$ cat config.mk
export PLATFORM = sky130hd
export DESIGN_NAME = notify_deframe_status_decoder
export DESIGN_NICKNAME = d
export VERILOG_FILES = /design/src/rtl/ndsd_pkg.sv /design/src/rtl/ndsd_deframe.sv /design/src/rtl/ndsd_status.sv /design/src/rtl/notify_deframe_status_decoder.sv
export SDC_FILE = /design/constraint.sdc
export NUM_CORES = 1
export LEC_CHECK = 0
export ABC_AREA = 1
export BUFFER_PORTS_ARGS = -buffer_cell sky130_fd_sc_hd__buf_4
export CAP_MARGIN = 20
export CORE_MARGIN = 2
export CORE_UTILIZATION = 58
export CTS_CLUSTER_SIZE = 12
export DETAILED_ROUTE_END_ITERATION = 10
export PLACE_DENSITY = 0.76
export SYNTH_ARGS = -nofsm -noshare
export SYNTH_HDL_FRONTEND = slang
export SYNTH_SLANG_ARGS = --single-unit
$ cat constraint.sdc
create_clock -name clk -period 9.15 [get_ports clk]
set_clock_uncertainty 0.1 [all_clocks]
set_input_delay 0.4575 -clock clk [delete_from_list [all_inputs] [get_ports clk]]
set_output_delay 0.4575 -clock clk [all_outputs]
set_load 0.02 [all_outputs]
$ cat src/rtl/ndsd_pkg.sv
// ----------------------------------------------------------------------------
// ndsd_pkg
// Shared types and constants for the notification deframer and status decoder.
// ----------------------------------------------------------------------------
package ndsd_pkg;

  localparam int unsigned FULL_CHUNK_LEN = 17;
  localparam int unsigned CAP_DEPTH      = 15;
  localparam int unsigned LEN_W          = 16;
  localparam int unsigned NUM_LEVELS     = 5;

  localparam logic [7:0] FRAME_HEAD    = 8'h68;
  localparam logic [7:0] READ_CMD      = 8'h05;
  localparam logic [2:0] FIVE_CHANNELS = 3'd5;
  localparam logic [2:0] CC_RESET      = 3'd4;

  typedef logic [LEN_W-1:0] len_t;
  localparam len_t LEN_MAX = '1;

  typedef logic [CAP_DEPTH-1:0][7:0] frame_t;

  typedef enum logic [2:0] {
    OUT_DECODED    = 3'd0,
    OUT_BUFFERED   = 3'd1,
    OUT_TOO_SHORT  = 3'd2,
    OUT_BAD_HEADER = 3'd3,
    OUT_NOT_READ   = 3'd4,
    OUT_CHECKSUM   = 3'd5
  } outcome_t;

  typedef enum logic {
    CFG_CHANNEL_COUNT = 1'b0,
    CFG_MANUAL_MODE   = 1'b1
  } cfg_idx_t;

  typedef struct packed {
    logic [7:0] byte_value;
    logic       last_of_notification;
  } in_item_t;

  typedef struct packed {
    logic [2:0]  outcome;
    logic [7:0]  lamp_mode;
    logic        led_on;
    logic [15:0] level_one;
    logic [15:0] level_two;
    logic [15:0] level_three;
    logic [15:0] level_four;
    logic [15:0] level_five;
  } out_item_t;

  // frame event from the deframer to the status decoder
  typedef struct packed {
    logic       done;
    logic       decode;
    outcome_t   outcome;
    logic [7:0] fx;
    frame_t     frame;
  } frame_evt_t;

endpackage

$ cat src/rtl/ndsd_deframe.sv
// ----------------------------------------------------------------------------
// ndsd_deframe
// Header strip, key decrypt, chunk capture and frame reassembly.
// ----------------------------------------------------------------------------
module ndsd_deframe import ndsd_pkg::*; (
  input  logic       clk,
  input  logic       rst_n,
  input  logic       acc,
  input  in_item_t   item,
  output frame_evt_t evt
);

  localparam logic [1:0] POS_FIRST = 2'd0;
  localparam logic [1:0] POS_KEY   = 2'd2;
  localparam logic [1:0] POS_DATA  = 2'd3;

  logic [1:0] pos_r, pos_nxt;
  logic [7:0] hdr0_r, hdr0_nxt;
  logic [7:0] key_r, key_nxt;
  logic       starts_r, starts_nxt;
  logic [7:0] wxor_r, wxor_nxt;
  len_t       wlen_r, wlen_nxt;
  frame_t     wcap_r, wcap_nxt;
  logic [7:0] kxor_r, kxor_nxt;
  len_t       klen_r, klen_nxt;
  frame_t     kcap_r, kcap_nxt;

  logic           cap;
  logic [7:0]     d;
  logic           starts_cur;
  len_t           wlen_cur;
  logic [7:0]     wxor_cur;
  frame_t         wcap_cur;
  frame_t         kcap_cur;
  logic [LEN_W:0] wr_pos;
  logic [LEN_W:0] ksum;
  len_t           klen_sum;
  logic [7:0]     kxor_sum;
  logic           full;

  always_comb begin
    cap = acc && (pos_r == POS_DATA);
    d   = item.byte_value ^ key_r;

    starts_cur = starts_r;
    if (cap && (wlen_r == '0)) begin
      starts_cur = (d == FRAME_HEAD);
    end

    wlen_cur = wlen_r;
    wxor_cur = wxor_r;
    if (cap) begin
      wxor_cur = wxor_r ^ d;
      if (wlen_r != LEN_MAX) begin
        wlen_cur = wlen_r + 1'b1;
      end
    end

    // follow-up chunks land straight in the frame buffer
    wr_pos = {1'b0, klen_r} + {1'b0, wlen_r};
    for (int i = 0; i < CAP_DEPTH; i++) begin
      wcap_cur[i] = (cap && starts_cur && (wlen_r == LEN_W'(i))) ? d : wcap_r[i];
      kcap_cur[i] = (cap && !starts_cur && (wr_pos == (LEN_W+1)'(i))) ? d : kcap_r[i];
    end

    ksum     = {1'b0, klen_r} + {1'b0, wlen_cur};
    klen_sum = ksum[LEN_W] ? LEN_MAX : ksum[LEN_W-1:0];
    kxor_sum = kxor_r ^ wxor_cur;
    full     = (wlen_cur == LEN_W'(FULL_CHUNK_LEN));

    pos_nxt    = pos_r;
    hdr0_nxt   = hdr0_r;
    key_nxt    = key_r;
    starts_nxt = starts_cur;
    wxor_nxt   = wxor_cur;
    wlen_nxt   = wlen_cur;
    wcap_nxt   = wcap_cur;
    kxor_nxt   = kxor_r;
    klen_nxt   = klen_r;
    kcap_nxt   = kcap_cur;

    evt         = '0;
    evt.outcome = OUT_TOO_SHORT;

    if (acc) begin
      if (pos_r == POS_FIRST) begin
        hdr0_nxt = item.byte_value;
      end
      if (pos_r == POS_KEY) begin
        key_nxt = hdr0_r ^ item.byte_value;
      end
      if (pos_r != POS_DATA) begin
        pos_nxt = pos_r + 1'b1;
      end
      if (item.last_of_notification) begin
        evt.done   = 1'b1;
        pos_nxt    = '0;
        starts_nxt = 1'b0;
        wxor_nxt   = '0;
        wlen_nxt   = '0;
        wcap_nxt   = '0;
        if (wlen_cur == '0) begin
          evt.outcome = OUT_TOO_SHORT;
        end else if (starts_cur) begin
          if (full) begin
            kcap_nxt    = wcap_cur;
            kxor_nxt    = wxor_cur;
            klen_nxt    = wlen_cur;
            evt.outcome = OUT_BUFFERED;
          end else begin
            evt.decode = 1'b1;
            evt.frame  = wcap_cur;
            evt.fx     = wxor_cur;
          end
        end else begin
          if (full) begin
            kxor_nxt    = kxor_sum;
            klen_nxt    = klen_sum;
            evt.outcome = OUT_BUFFERED;
          end else begin
            evt.decode = 1'b1;
            evt.frame  = kcap_cur;
            evt.fx     = kxor_sum;
            kcap_nxt   = '0;
            kxor_nxt   = '0;
            klen_nxt   = '0;
          end
        end
      end
    end
  end

  always_ff @(posedge clk) begin
    if (!rst_n) begin
      pos_r    <= '0;
      hdr0_r   <= '0;
      key_r    <= '0;
      starts_r <= 1'b0;
      wxor_r   <= '0;
      wlen_r   <= '0;
      wcap_r   <= '0;
      kxor_r   <= '0;
      klen_r   <= '0;
      kcap_r   <= '0;
    end else begin
      pos_r    <= pos_nxt;
      hdr0_r   <= hdr0_nxt;
      key_r    <= key_nxt;
      starts_r <= starts_nxt;
      wxor_r   <= wxor_nxt;
      wlen_r   <= wlen_nxt;
      wcap_r   <= wcap_nxt;
      kxor_r   <= kxor_nxt;
      klen_r   <= klen_nxt;
      kcap_r   <= kcap_nxt;
    end
  end

endmodule

$ cat src/rtl/ndsd_status.sv
// ----------------------------------------------------------------------------
// ndsd_status
// Frame check and lamp status registers.
// ----------------------------------------------------------------------------
module ndsd_status import ndsd_pkg::*; (
  input  logic       clk,
  input  logic       rst_n,
  input  frame_evt_t evt,
  input  logic [2:0] channel_count,
  input  logic [7:0] manual_mode_code,
  output out_item_t  result
);

  logic [7:0]                  mode_r, mode_nxt;
  logic                        on_r, on_nxt;
  logic [NUM_LEVELS-1:0][15:0] lev_r, lev_nxt;
  outcome_t                    outcome;

  always_comb begin
    mode_nxt = mode_r;
    on_nxt   = on_r;
    lev_nxt  = lev_r;
    outcome  = evt.outcome;
    if (evt.decode) begin
      priority if (evt.frame[0] != FRAME_HEAD) begin
        outcome = OUT_BAD_HEADER;
      end else if (evt.frame[1] != READ_CMD) begin
        outcome = OUT_NOT_READ;
      end else if (evt.fx != '0) begin
        outcome = OUT_CHECKSUM;
      end else begin
        outcome  = OUT_DECODED;
        mode_nxt = evt.frame[2];
        on_nxt   = (evt.frame[3] != '0);
        if (evt.frame[2] == manual_mode_code) begin
          for (int k = 0; k < NUM_LEVELS - 1; k++) begin
            lev_nxt[k] = {evt.frame[6 + 2 * k], evt.frame[5 + 2 * k]};
          end
          if (channel_count == FIVE_CHANNELS) begin
            lev_nxt[NUM_LEVELS-1] = {evt.frame[14], evt.frame[13]};
          end
        end else begin
          lev_nxt = '0;
        end
      end
    end

    result.outcome     = outcome;
    result.lamp_mode   = mode_nxt;
    result.led_on      = on_nxt;
    result.level_one   = lev_nxt[0];
    result.level_two   = lev_nxt[1];
    result.level_three = lev_nxt[2];
    result.level_four  = lev_nxt[3];
    result.level_five  = lev_nxt[4];
  end

  always_ff @(posedge clk) begin
    if (!rst_n) begin
      mode_r <= '0;
      on_r   <= 1'b0;
      lev_r  <= '0;
    end else begin
      mode_r <= mode_nxt;
      on_r   <= on_nxt;
      lev_r  <= lev_nxt;
    end
  end

endmodule

$ cat src/rtl/notify_deframe_status_decoder.sv
// ----------------------------------------------------------------------------
// notify_deframe_status_decoder
// Notification deframer and lamp status decoder, top level.
// ----------------------------------------------------------------------------
// Input channel (in_valid/in_stall/in_data) takes one raw notification byte
// per item, with a flag on the final byte of each notification. Every item
// is taken while in_stall is low, one item per cycle sustained when not stalled.
// The result channel (out_valid/out_stall/out_data) carries one item for each
// notification, in the cycle after its final byte: the outcome code and the
// stored mode, on flag and five channel levels after that notification.
// Other bytes give no result.
// The result sits in an output register; in_stall rises only while a result
// is held there and out_stall is high, and no deframer or status state moves during a stall.
// The config port (cfg_valid/cfg_ready/cfg_index/cfg_data) writes the channel
// count (index 0) and the manual mode code (index 1); cfg_ready is always
// high. Write it only while no notification is in flight.
// Synchronous reset clears the frame buffer, chunk state and lamp status,
// sets channel count to four and the manual mode code to zero.
// ----------------------------------------------------------------------------
module notify_deframe_status_decoder import ndsd_pkg::*; (
  input  logic       clk,
  input  logic       rst_n,
  input  logic       in_valid,
  output logic       in_stall,
  input  in_item_t   in_data,
  output logic       out_valid,
  input  logic       out_stall,
  output out_item_t  out_data,
  input  logic       cfg_valid,
  output logic       cfg_ready,
  input  logic       cfg_index,
  input  logic [7:0] cfg_data
);

  logic [2:0] chan_count_r;
  logic [7:0] manual_r;
  logic       out_valid_r, out_valid_nxt;
  out_item_t  out_data_r;
  logic       in_acc;
  frame_evt_t evt;
  out_item_t  result;

  assign cfg_ready = 1'b1;
  assign in_stall  = out_valid_r && out_stall;
  assign in_acc    = in_valid && !in_stall;
  assign out_valid = out_valid_r;
  assign out_data  = out_data_r;

  always_ff @(posedge clk) begin
    if (!rst_n) begin
      chan_count_r <= CC_RESET;
      manual_r     <= '0;
    end else if (cfg_valid && cfg_ready) begin
      unique case (cfg_idx_t'(cfg_index))
        CFG_CHANNEL_COUNT: chan_count_r <= cfg_data[2:0];
        CFG_MANUAL_MODE:   manual_r     <= cfg_data;
        default:           manual_r     <= manual_r;
      endcase
    end
  end

  ndsd_deframe u_deframe (
    .clk  (clk),
    .rst_n(rst_n),
    .acc  (in_acc),
    .item (in_data),
    .evt  (evt)
  );

  ndsd_status u_status (
    .clk             (clk),
    .rst_n           (rst_n),
    .evt             (evt),
    .channel_count   (chan_count_r),
    .manual_mode_code(manual_r),
    .result          (result)
  );

  always_comb begin
    out_valid_nxt = out_valid_r && out_stall;
    if (evt.done) begin
      out_valid_nxt = 1'b1;
    end
  end

  always_ff @(posedge clk) begin
    if (!rst_n) begin
      out_valid_r <= 1'b0;
    end else begin
      out_valid_r <= out_valid_nxt;
    end
  end

  always_ff @(posedge clk) begin
    if (evt.done) begin
      out_data_r <= result;
    end
  end

endmodule
* After elaboration in Yosys (flattened, before gate mapping) *
Index checks and enable logic that the tools add are counted.

storage, ports and cells
  register bits = 500
  output and inout port bits = 95
  logic and storage cells = 242

operators by class
  add/subtract/negate cells = 4
  equality and inequality tests = 39
  multiplexer cells = 86
  bitwise gates (word level) = 6
  reduce and logical (&&, ||, !) cells = 51

operators by type and width
  operator                 number
  $mux W120                8
  $mux W128                4
  $mux W80                 5
  $mux W8                  40
  $mux W133                2
  $mux W16                 9
  $eq A17 B4 Y1 const B    7
  $eq A16 B4 Y1 const B    7
  $eq A17 B3 Y1 const B    4
  $eq A16 B3 Y1 const B    4
  $logic_and A1 B1 Y1      36
  $add A16 B16 Y17         2
  $eq A17 B2 Y1 const B    2
  $eq A16 B2 Y1 const B    2
  $logic_not A16 Y1        2
  $xor A8 B8 Y8            4
  $eq A17 B1 Y1 const B    1
  $logic_not A17 Y1        1
  $add A16 B1 Y16 const B  1
  $eq A16 B1 Y1 const B    1
  $eq A16 B5 Y1 const B    1
  $ne A16 B16 Y1 const B   1
  $reduce_bool A8 Y1       2
  $mux W3                  4
  16 further kinds         36

* Longest topological paths before layout *
  depth in word-level cells = 21
  mapped depth = 30

* Cells and area by module *
A second synthesis with hierarchy kept.

second synthesis, totals
  cell total of the unflattened synthesis = 4272
  area, all modules = 28677.5 um2

modules (own cells, without submodules)
  module                         instances  cells each  area an instance (um2)  sequential area each (um2)
  ndsd_deframe                   1          3492        21338.0                 6145.9
  ndsd_status                    1          624         4093.9                  1781.7
  notify_deframe_status_decoder  1          156         3245.6                  3002.9

* Worst setup path before layout *
No wires, ideal clock.

  kind = in2reg
  start point = input out_stall
  end point = register out_data_r, in the netlist out_data[86], data pin
  arrival = 6.402 ns
  required time = 8.795 ns
  setup slack = 2.393 ns
  stages = 15
  path through = nand2_1 > nand2_1 > nor2_1 > o21ai_4 > inv_4 > nand2_1 > inv_1 > o21ai_1 > nor2_2 > nand3_1 > buf_4 > buf_6 > buf_4 > nand2_1 > nand2_1

RTL lines
  what                  RTL line                             source
  start, declared       notify_deframe_status_decoder.sv:27  input logic out_stall,
  end signal, assigned  notify_deframe_status_decoder.sv:96  out_data_r <= result;
  end, declared         notify_deframe_status_decoder.sv:38  out_item_t out_data_r;

==> reports/metrics.cfg <==
[placed_design]
io_buffers = 116
dp_cells = 4101
gp_congestion = 0.931
dp_hpwl_um = 45100
place_area_sq_um = 25900

[cts]
post_cts_resized = 0
cts_buffers = 51
path_clk_slew_ps = 60
tritoncts = done
cts_max_level = 2
clkLatencyLatePin_ps = 610
cts.sinks = 484
cts_buffer_depth = 3
clockRootBuffer = clkbuf_16

[die]
die_h_um = 212
num_io_pins = 118
num_rows = 76
initial_utilization_pct = 58.4
die_area_sq_um = 44700
core_sq_um = 42800
dieWidth_um = 212

[worst_setup_path]
crit_type = flop to flop
endpoint_kind = flop
critPathSlowestCell = nand2_2
cp_top_family = simple AND/OR/NAND/NOR gates
crit_path_start_kind = flop
required_ps = 9520
worst-path-buf-inv = 5
crit_top_cell = nand2_1
cp_cell_sequence = ha_1, inv_1, nor2_4, nand3_2, inv_2, nand2_2, nand2_2, nand2_2, inv_2, nand2_1, o21ai_0, nand2_1, nand2_1, nand4_1, nand2_1, nand2_1, nor2_1, inv_2, nor2_8, buf_4, nand2_1, nand2_1
arrival_ps = 6480
max_stage_delay_ps = 680
worstPathMaxFanout = 38

[grt]
overflow = 0
grt_antenna_before_repair = 0
grt_pass1_wl_um = 113000
grt_pass1_vias = 22700
grt_use_total_pct = 31.2
grt_start_max_net_pins = 84

[sta]
slew_headroom_pct = 33.2
final_hold_viol_count = 0
fin_crit_ps = 6120
period_share_pct = 66.8
max_freq_mhz = 164
tightest_slew_ps = 1000
finalSetupTns_ps = 0
slew_violations = 0
rsz0062_at_grt = false
setup_violations = 0

[detailed_routing]
drt_wl_total_um = 70200
antenna_left = 0
wl_per_cell_um = 16.7
via_per_inst = 5.72
drc = 0
drtPass1Iterations = 5
drt_iter0_drc = 2433
vias = 24000

[min_path]
holdCritPathClass = primary input to flop

[logic_synthesis]
ys_warn_count = 0
synth-async-reset-ratio_pct = 0
syn_inst = 3619
ys.flop_type = dfxtp_1
synth-edff-count = 92
synth_area_sq_um = 25000
mappedNetlistNets = 3683
yosysUniqueCellTypes = 51
synth_seq_cells = 484
yosysSeqAreaShare_pct = 42.5
syn_area_per_cell_sq_um = 6.90

[cells_and_area]
stdcell_count = 4200
nNetsFinal = 3676
post_route_cells_drive_above_1_share_pct = 8.70
diodes = 0
area_delta_synth_final_pct = 10.4
fin_area_sq_um = 27600

[power_and_ir_drop]
peakVddDrop_uv = 124
leakagePower_nw = 11.1
powerDensity_nw_per_um2 = 164

[flow_run]
maxCapViolCount = 0

[outcome]
status = finished, final reports clean

-- cell usage after synthesis (all sizes together), types with 6 or more instances --
library cell	instances	share of area [%]
o221ai	12	0.42
dfxtp	392	31
nand4	60	1.5
o21ai	379	7.6
inv	324	4.9
a22oi	15	0.45
or2	21	0.53
buf	68	1.7
and2	6	0.15
edfxtp	92	11
nor4	7	0.18
clkbuf	142	2.1
xnor2	11	0.39
nor3	26	0.54
xor2	28	1.0
nand3	116	2.4
nor2	381	6.0
ha	39	2.0
o22ai	60	1.5
nand2	1138	17
a21oi	272	5.7
-- what timing repair did --
action                                 CTS  global route
endpoints found under the hold margin    3             0
setup endpoints to repair                0             0
hold buffers                             3             0
buffers inserted                         0             0
-- worst reg2reg max path: stages (launching register included) --
cell	delay (ps)
dfxtp_1	370
ha_1	200
inv_1	70
nor2_4	480
nand3_2	180
inv_2	80
nand2_2	130
nand2_2	680
nand2_2	190
inv_2	180
nand2_1	370
o21ai_0	390
nand2_1	90
nand2_1	90
nand4_1	110
nand2_1	100
nand2_1	70
nor2_1	600
inv_2	140
nor2_8	530
buf_4	540
nand2_1	180
nand2_1	100
-- sequential cells by signal (all words and copies together), names as in the netlist --
name	cells
out_valid	1
u_status.on_r	1
u_deframe.kcap_r	112
manual_r	8
u_status.lev_r	80
u_deframe.hdr0_r	8
u_deframe.wcap_r	112
u_deframe.wxor_r	8
out_data	92
u_deframe.kxor_r	8
u_deframe.klen_r	16
u_deframe.wlen_r	16
u_deframe.starts_r	1
u_deframe.key_r	8
u_status.mode_r	8
chan_count_r	3
u_deframe.pos_r	2
-- logic make-up after synthesis --
group | synth area share (%)
buffers and inverters | 8.84
xor gates and xnor gates | 1.40
other | 0.0150
AOI/OAI and AO/OA | 16.2
and+or+nand+nor | 28.9
adders and majority gates | 2.11
DFF | 42.5
-- metrics by stage --
stage	hold slack (ps)	util, %	setup WS (ps)	total power (W)
2_1_floorplan	329	-	2390	0.00241
3_5_place_dp	352	60.5	2920	0.00249
4_1_cts	44.0	64.4	3110	0.00453
6_report	66.3	64.4	3030	0.00451
5_1_grt	66.2	64.4	2490	0.00463
3_3_place_gp	342	60.4	3120	0.00248
-- routing by layer --
layer	up-vias	GRT usage, %	part of all wire, %
met4	0	14.1	4.0
met5	-	0	0
met1	11100	40.0	42
li1	11700	-	-
met3	196	5.12	8.4
met2	990	51.7	46
-- layout make-up --
cell class | count | area, sq um
clock buffers | 86 | 1540
clock inverters | 9 | 109
fillers | 3783 | 15200
inverters | 329 | 1240
multi-input cells | 2596 | 12200
flip-flops and latches | 484 | 10600
well taps | 546 | 683
repair buffers | 150 | 1150
-- cells in the final DEF (no fill, tap or decap), types with 59 or more instances in the layout --
cell | synthesis | final
o21ai_0 | 370 | 370
dfxtp_1 | 392 | 392
buf_4 | 8 | 146
nand4_1 | 59 | 59
nor2_1 | 368 | 365
o22ai_1 | 60 | 60
nand3_1 | 111 | 110
edfxtp_1 | 92 | 92
a21oi_1 | 257 | 257
inv_1 | 315 | 314
nand2_1 | 1104 | 1102
-- power breakdown --
part           internal, W  switching (W)  total (W)
Sequential         0.00220      0.0000116    0.00221
Combinational    0.0000592       0.000178   0.000238
Clock              0.00120       0.000863    0.00206
-- final timing paths --
check        cells after the start  slack [ps]                               end                            start
min                              3          70  u_deframe.hdr0_r[3]$_SDFFE_PN0P_                       in_data[4]
max reg2reg                     22        3030            out_data[17]$_DFFE_PP_  u_deframe.pos_r[1]$_SDFFE_PN0P_
max                             22        3030            out_data[17]$_DFFE_PP_  u_deframe.pos_r[1]$_SDFFE_PN0P_
min reg2reg                      2         360      chan_count_r[2]$_SDFFE_PN1P_     chan_count_r[2]$_SDFFE_PN1P_
Power figures use the tool's default switching activity.
